===== config.mk =====
export PLATFORM = sky130hd
export DESIGN_NAME = imh_ctrl
export DESIGN_NICKNAME = d
export VERILOG_FILES = /design/src/hdl/imh_pkg.sv /design/src/hdl/imh_ctrl.sv
export SDC_FILE = /design/constraint.sdc
export NUM_CORES = 1
export LEC_CHECK = 0
export BUFFER_PORTS_ARGS = -buffer_cell sky130_fd_sc_hd__buf_2
export CAP_MARGIN = 15
export CORE_MARGIN = 4
export CORE_UTILIZATION = 41
export CTS_BUF_LIST = sky130_fd_sc_hd__clkbuf_4 sky130_fd_sc_hd__clkbuf_8 sky130_fd_sc_hd__clkbuf_16
export DETAILED_ROUTE_END_ITERATION = 8
export HOLD_SLACK_MARGIN = 0.15
export PLACE_DENSITY = 0.75
export SETUP_SLACK_MARGIN = 0.4
export SLEW_MARGIN = 20
export SYNTH_ARGS = -nofsm -noshare
export SYNTH_HDL_FRONTEND = slang
export SYNTH_SLANG_ARGS = --single-unit

===== constraint.sdc =====
create_clock -name clk -period 1.45 [get_ports clk]
set_input_delay 0 -clock clk [delete_from_list [all_inputs] [get_ports clk]]
set_output_delay 0 -clock clk [all_outputs]
set_load 0.01 [all_outputs]

===== src/hdl/imh_pkg.sv =====
// types, codes and fixed widths for the indexed min-heap
// no dependencies
package imh_pkg;

  localparam int ID_W    = 8;
  localparam int VAL_W   = 32;
  localparam int ID_SPAN = 256;

  typedef enum logic [1:0] {
    MODE_INSERT  = 2'd0,
    MODE_ERASE   = 2'd1,
    MODE_EXTRACT = 2'd2,
    MODE_PEEK    = 2'd3
  } mode_t;

  typedef enum logic [2:0] {
    ST_OK      = 3'd0,
    ST_FULL    = 3'd1,
    ST_EMPTY   = 3'd2,
    ST_PRESENT = 3'd3,
    ST_ABSENT  = 3'd4
  } status_t;

  typedef struct packed {
    logic [1:0]              mode;
    logic [ID_W-1:0]         item_id;
    logic signed [VAL_W-1:0] item_value;
  } in_word_t;

  typedef struct packed {
    logic [2:0]              status;
    logic [ID_W-1:0]         taken_id;
    logic signed [VAL_W-1:0] taken_value;
    logic                    min_valid;
    logic [ID_W-1:0]         min_id;
    logic signed [VAL_W-1:0] min_value;
    logic [8:0]              entry_count;
  } out_word_t;

  typedef enum logic [2:0] {
    HA_ZERO, HA_LAST, HA_PARENT, HA_LEFT, HA_RIGHT
  } hsel_t;

  typedef enum logic [4:0] {
    S_IDLE, S_DISPATCH,
    S_ER0, S_ER1, S_ER2,
    S_EX0, S_EX1, S_EX2, S_EX3,
    S_UP0, S_UP1, S_UP2,
    S_DN0, S_DN1, S_DN2, S_DN3, S_DN4,
    S_PLACE, S_FIN0, S_FIN1, S_FIN2
  } ctrl_state_t;

  typedef struct packed {
    logic    ld_in;
    hsel_t   hsel;
    logic    ins_do;
    logic    cap_pos_slot;
    logic    cap_mv_id;
    logic    cap_mv_val;
    logic    cap_tid;
    logic    cap_tval;
    logic    pos_zero;
    logic    cnt_dec;
    logic    clr_held_in;
    logic    clr_held_tid;
    logic    set_status;
    status_t status;
    logic    cap_oth;
    logic    up_move;
    logic    cap_lid;
    logic    cap_lval;
    logic    cap_rid;
    logic    pick;
    logic    dn_move;
    logic    place;
    logic    ld_out;
  } cmd_t;

  typedef struct packed {
    mode_t mode;
    logic  id_ok;
    logic  held;
    logic  full;
    logic  empty;
    logic  single;
    logic  pos_is_top;
    logic  left_in;
    logic  last_hit;
    logic  up_less;
    logic  dn_stop;
  } sts_t;

endpackage


===== src/hdl/imh_ctrl.sv =====
// sequencer for insert, erase, extract and the sift loops
// depends on imh_pkg
module imh_ctrl (
  input  logic          clk,
  input  logic          rst_n,
  input  logic          in_valid,
  output logic          in_stall,
  output logic          out_valid,
  input  logic          out_stall,
  input  imh_pkg::sts_t sts,
  output imh_pkg::cmd_t cmd
);

  imh_pkg::ctrl_state_t state_r, state_nxt;
  logic                 out_valid_r, out_valid_nxt;

  always_ff @(posedge clk) begin
    if (!rst_n) begin
      state_r     <= imh_pkg::S_IDLE;
      out_valid_r <= 1'b0;
    end else begin
      state_r     <= state_nxt;
      out_valid_r <= out_valid_nxt;
    end
  end

  always_comb begin
    state_nxt     = state_r;
    cmd           = '0;
    out_valid_nxt = out_valid_r && out_stall;
    case (state_r)
      imh_pkg::S_IDLE: begin
        if (in_valid) begin
          cmd.ld_in = 1'b1;
          state_nxt = imh_pkg::S_DISPATCH;
        end
      end
      imh_pkg::S_DISPATCH: begin
        cmd.set_status = 1'b1;
        cmd.status     = imh_pkg::ST_OK;
        state_nxt      = imh_pkg::S_FIN0;
        case (sts.mode)
          imh_pkg::MODE_INSERT: begin
            if (sts.full || !sts.id_ok) begin
              cmd.status = imh_pkg::ST_FULL;
            end else if (sts.held) begin
              cmd.status = imh_pkg::ST_PRESENT;
            end else begin
              cmd.ins_do = 1'b1;
              state_nxt  = imh_pkg::S_UP0;
            end
          end
          imh_pkg::MODE_ERASE: begin
            if (!sts.id_ok || !sts.held) begin
              cmd.status = imh_pkg::ST_ABSENT;
            end else begin
              state_nxt = imh_pkg::S_ER0;
            end
          end
          imh_pkg::MODE_EXTRACT: begin
            if (sts.empty) begin
              cmd.status = imh_pkg::ST_EMPTY;
            end else begin
              state_nxt = imh_pkg::S_EX0;
            end
          end
          default: begin
            state_nxt = imh_pkg::S_FIN0;
          end
        endcase
      end
      imh_pkg::S_ER0: begin
        cmd.cap_pos_slot = 1'b1;
        cmd.hsel         = imh_pkg::HA_LAST;
        state_nxt        = imh_pkg::S_ER1;
      end
      imh_pkg::S_ER1: begin
        cmd.cap_mv_id = 1'b1;
        state_nxt     = imh_pkg::S_ER2;
      end
      imh_pkg::S_ER2: begin
        cmd.cap_mv_val  = 1'b1;
        cmd.cnt_dec     = 1'b1;
        cmd.clr_held_in = 1'b1;
        state_nxt       = sts.last_hit ? imh_pkg::S_FIN0 : imh_pkg::S_UP0;
      end
      imh_pkg::S_EX0: begin
        state_nxt = imh_pkg::S_EX1;
      end
      imh_pkg::S_EX1: begin
        cmd.cap_tid = 1'b1;
        cmd.hsel    = imh_pkg::HA_LAST;
        state_nxt   = imh_pkg::S_EX2;
      end
      imh_pkg::S_EX2: begin
        cmd.cap_tval  = 1'b1;
        cmd.cap_mv_id = 1'b1;
        state_nxt     = imh_pkg::S_EX3;
      end
      imh_pkg::S_EX3: begin
        cmd.cap_mv_val   = 1'b1;
        cmd.pos_zero     = 1'b1;
        cmd.cnt_dec      = 1'b1;
        cmd.clr_held_tid = 1'b1;
        state_nxt        = sts.single ? imh_pkg::S_FIN0 : imh_pkg::S_DN0;
      end
      imh_pkg::S_UP0: begin
        if (sts.pos_is_top) begin
          state_nxt = (sts.mode == imh_pkg::MODE_ERASE) ? imh_pkg::S_DN0 : imh_pkg::S_PLACE;
        end else begin
          cmd.hsel  = imh_pkg::HA_PARENT;
          state_nxt = imh_pkg::S_UP1;
        end
      end
      imh_pkg::S_UP1: begin
        cmd.cap_oth = 1'b1;
        state_nxt   = imh_pkg::S_UP2;
      end
      imh_pkg::S_UP2: begin
        if (sts.up_less) begin
          cmd.up_move = 1'b1;
          state_nxt   = imh_pkg::S_UP0;
        end else begin
          state_nxt = (sts.mode == imh_pkg::MODE_ERASE) ? imh_pkg::S_DN0 : imh_pkg::S_PLACE;
        end
      end
      imh_pkg::S_DN0: begin
        if (sts.left_in) begin
          cmd.hsel  = imh_pkg::HA_LEFT;
          state_nxt = imh_pkg::S_DN1;
        end else begin
          state_nxt = imh_pkg::S_PLACE;
        end
      end
      imh_pkg::S_DN1: begin
        cmd.cap_lid = 1'b1;
        cmd.hsel    = imh_pkg::HA_RIGHT;
        state_nxt   = imh_pkg::S_DN2;
      end
      imh_pkg::S_DN2: begin
        cmd.cap_lval = 1'b1;
        cmd.cap_rid  = 1'b1;
        state_nxt    = imh_pkg::S_DN3;
      end
      imh_pkg::S_DN3: begin
        cmd.pick  = 1'b1;
        state_nxt = imh_pkg::S_DN4;
      end
      imh_pkg::S_DN4: begin
        if (sts.dn_stop) begin
          state_nxt = imh_pkg::S_PLACE;
        end else begin
          cmd.dn_move = 1'b1;
          state_nxt   = imh_pkg::S_DN0;
        end
      end
      imh_pkg::S_PLACE: begin
        cmd.place = 1'b1;
        state_nxt = imh_pkg::S_FIN0;
      end
      imh_pkg::S_FIN0: begin
        state_nxt = imh_pkg::S_FIN1;
      end
      imh_pkg::S_FIN1: begin
        state_nxt = imh_pkg::S_FIN2;
      end
      imh_pkg::S_FIN2: begin
        // top id and value are settled; wait for room in the output word
        if (!out_valid_r || !out_stall) begin
          cmd.ld_out    = 1'b1;
          out_valid_nxt = 1'b1;
          state_nxt     = imh_pkg::S_IDLE;
        end
      end
      default: begin
        state_nxt = imh_pkg::S_IDLE;
      end
    endcase
  end

  assign in_stall  = (state_r != imh_pkg::S_IDLE);
  assign out_valid = out_valid_r;

endmodule


Word level (Yosys, flattened, before mapping)

Index checks and enable logic that the tools add are counted.

Muxes and demuxes: 50
Reduce and logical (&&, ||, !) cells: 15
Equality and inequality tests: 24

Operators with widths:

| cell               | number |
|---|---|
| $pmux 5 s21        | 1 |
| $mux 5             | 13 |
| $eq 5x4->1 const B | 8 |
| $eq 5x5->1 const B | 5 |
| $mux 1             | 25 |
| $eq 5x3->1 const B | 4 |
| $pmux 5 s3         | 1 |
| $mux 2             | 6 |
| $pmux 3 s4         | 1 |
| $eq 5x2->1 const B | 2 |
| $pmux 3 s3         | 1 |
| $reduce_or 2->1    | 3 |
| $eq 5x1->1 const B | 1 |
| $logic_not 5->1    | 1 |
| $reduce_bool 5->1  | 1 |
| $logic_not 1->1    | 4 |
| $mux 4             | 1 |
| $ne 2x2->1 const B | 2 |
| $logic_or 1x1->1   | 3 |
| $mux 3             | 1 |
| $eq 2x1->1 const B | 1 |
| $eq 2x2->1 const B | 1 |
| $logic_not 2->1    | 1 |
| $reduce_and 2->1   | 1 |
| $logic_and 1x1->1  | 1 |

Output and inout bits: 29
Logic and storage cells: 91
Bits in registers: 6

Logic depth before layout (Yosys ltp)

Depth after elaboration: 5
Mapped depth: 6
Depth with buffers taken out: 5

Worst setup path after synthesis

Ideal clock, no wire load.

Path kind: flip-flop to flip-flop
From: register state_r[1]
To: register state_r[3]
Data required time: 1.390 ns
Data arrival time: 1.545 ns
Cell stages (with the launch flop): 5
Path buffers: 0
Clock period less this slack: 1.605 ns
Path slack: -0.155 ns
Path through: dfxtp_1 -> or3_1 -> or3_1 -> nor3_2 -> o41a_1

Longest elaborated chain between the ends: 3

RTL lines:

| element                                                             | line           | RTL |
|---|---|---|
| start: declaration                                                  | imh_ctrl.sv:14 | `imh_pkg::ctrl_state_t state_r, state_nxt;` |
| start signal: assignment                                            | imh_ctrl.sv:19 | `state_r <= imh_pkg::S_IDLE;` |
| start signal: assignment                                            | imh_ctrl.sv:22 | `state_r <= state_nxt;` |
| parallel branches: the longest is 3 deep, another holds $pmux 5 s21 | n/a            |  |

Parallel ways; which one is timed is not known.
A chain may end at the register's enable or synchronous reset.

Worst setup path in the final report

From: register state_r[2]
To: register state_r[0]

Same word-level chain as after synthesis.

==> impl_metrics.env <==
export IMPL_outcome="complete, but fails checks"
export IMPL_violations="setup timing"
export IMPL_yosysSeqAreaShare_pct=12.83
export IMPL_synthArstFlopShare_pct=0
export IMPL_grt_ovfl_total=0
export IMPL_maxSlewHeadroom_pct=65.75
export IMPL_crit_path_start_kind="register"
export IMPL_cts_tree="yes"
export IMPL_hold_viol=0
export IMPL_worstPathArrival_ns=2.05
export IMPL_syn_to_final_growth_pct=124.9
export IMPL_syn_area_um2=935.9
export IMPL_setup_viol=29
export IMPL_max_cap_violations=0
export IMPL_antenna_found_initial=0
export IMPL_core_area_mm2=0.002191
export IMPL_numCtsBuffers=3
export IMPL_setup_ws_ns=-0.4268
export IMPL_vias=1895
export IMPL_fin_nets=251
export IMPL_ios=45
export IMPL_vias_per_cell=7.261
export IMPL_drc=0
export IMPL_grtUsageTotal_pct=34.80
export IMPL_antenna_cells=0
export IMPL_drive_above_1_share_pct=75.97
export IMPL_ant_nets=0
export IMPL_p_per_area_mw_per_mm2=1816
export IMPL_finClkSkew_ns=0.006077
export IMPL_grt_max_degree=11
export IMPL_yosysWarningCount=0
export IMPL_rows=17
export IMPL_place_hpwl_um=2923
export IMPL_die_h_um=55.78
export IMPL_crit_required_ns=1.62
export IMPL_synth_fp_nets=150
export IMPL_yosys_most_used_dff="dfxtp_1"
export IMPL_fp_dieW_um=55.78
export IMPL_period_minus_slack_ns=1.877
export IMPL_fmax_ghz=0.5328
export IMPL_rsz0062_at_grt="true"
export IMPL_synth_edf_count=0
export IMPL_port_buffers=44
export IMPL_gp_congestion=0.9357
export IMPL_yosysUniqueCellTypes=48
export IMPL_cts_buffer_depth=2
export IMPL_dp_slack_ns=-0.2232
export IMPL_insertion_delay_ns=0.26
export IMPL_firstDrtPassIters=6
export IMPL_final_cell_mix="41 x buf_4, 38 x buf_2, 24 x buf_6"
export IMPL_fin_cells=261
export IMPL_clkSlewWorstSetupHoldPaths_ns=0.06
export IMPL_ctsHoldBuffers=2
export IMPL_cts_root_buffer="clkbuf_4"
export IMPL_netlist_instances=134
export IMPL_finalPower_mw=3.823
export IMPL_worstSetupPathType="reg -> reg"
export IMPL_slew_violations=0
export IMPL_h_tree_depth=1
export IMPL_min_period_over_period_pct=129.4
export IMPL_placedCellCount=230
export IMPL_crit_path_end_kind="register"
export IMPL_initial_core_util_pct=42.72
export IMPL_grt_pass1_vias=1703
export IMPL_synth_seq_cells=6
export IMPL_p_leak_nw=0.9815
export IMPL_cts_sinks=6
export IMPL_ir_worst_vdd_uv=1430
export IMPL_hp_class="in -> reg"
export IMPL_grt_pass1_wl_um=8549
export IMPL_wl_um=7459
export IMPL_avgSynthCellArea_um2=6.984
export IMPL_cp_max_fo=5
export IMPL_wl_per_cell_um=28.58
export IMPL_worstMarginPinSlew_ns=0.5066
export IMPL_final_common_cell="buf_4"
export IMPL_drt_iter0_drc=208
export IMPL_dieArea_mm2=0.003111
worst paths after layout:
| check | start | endpoint | slack, ns | depth (start not counted) |
|---|---|---|---|---|
| min reg2reg | out_valid$_SDFF_PN0_ | out_valid$_SDFF_PN0_ | 0.65 | 2 |
| max | state_r[2]$_SDFFE_PN0P_ | state_r[0]$_SDFFE_PN0P_ | -0.43 | 6 |
| min | out_stall | out_valid$_SDFF_PN0_ | 0.14 | 3 |
| max reg2reg | state_r[2]$_SDFFE_PN0P_ | state_r[0]$_SDFFE_PN0P_ | -0.43 | 6 |
critical path, stage by stage, from the launching register on:
cell	delay [ns]
dfxtp_4	0.35
buf_4	0.10
buf_6	0.11
or3b_4	0.40
or4_4	0.45
o311a_1	0.16
a21oi_1	0.20
metrics by stage:
step,utilization [%],area [um2],hold WS (ns),setup TNS [ns]
6_report,96.06,2105,0.1400,-5.595
4_1_cts,84.98,1862,0.08188,-2.509
2_1_floorplan,-,1060,0.02814,-0.2634
3_5_place_dp,66.76,1463,0.2786,-1.069
5_1_grt,96.06,2105,0.1400,-6.061
3_3_place_gp,66.76,1463,0.2624,-0.6939
Yosys cell counts, drive strengths merged (3+ instances only):
library cell   n  share of area [%]
nor2b          5                3.3
and3           3                2.0
and2b          4                3.6
nor3           9                5.3
clkbuf         6                5.6
o21ai          5                2.7
inv            3                1.2
nor4           3                2.0
nor2          19                7.6
a21oi         11                6.3
a32oi          3                2.8
o41a           3                3.6
buf            7                4.7
dfxtp          6                 13
nand2         11                4.4
power by group:
part | switching, mW | internal [mW]
Sequential | 0.108 | 0.248
Clock | 0.0839 | 0.0953
Combinational | 1.69 | 1.60
Total | 1.88 | 1.94
registers in the layout, summed over array words and instances, names as in the netlist:
name       count
state_r        5
out_valid      1
layer usage:
metal	vias up	track usage, %	share of wire (%)
li1	700	-	-
met1	837	40.30	31
met2	258	59.29	43
met3	100	7.193	15
met4	0	18.75	11
met5	-	0	0
cell type report:
type / instances / area [um2]
clock buffers: 3 / 22.52
fillers: 49 / 86.33
inverters: 3 / 13.76
multi-input cells: 112 / 1036
flip-flops and latches: 6 / 138.9
well taps: 28 / 35.03
repair buffers: 109 / 858.3
logic make-up after synthesis:
logic type | after synthesis | share of synthesized area [%]
xor+xnor | 1 | 0.9360
simple gates | 74 | 45.86
compound gates | 36 | 27.81
flops | 6 | 12.83
buf+inv | 16 | 11.50
mux | 1 | 1.070
what timing repair did:
action	in CTS	in global routing
pin swaps	19	11
setup buffers	16	10
hold endpoints to repair	6	1
setup endpoints to repair	34	34
gates resized for setup	64	34
cloned	0	0
Note: power is estimated with default switching activity, not from simulation.
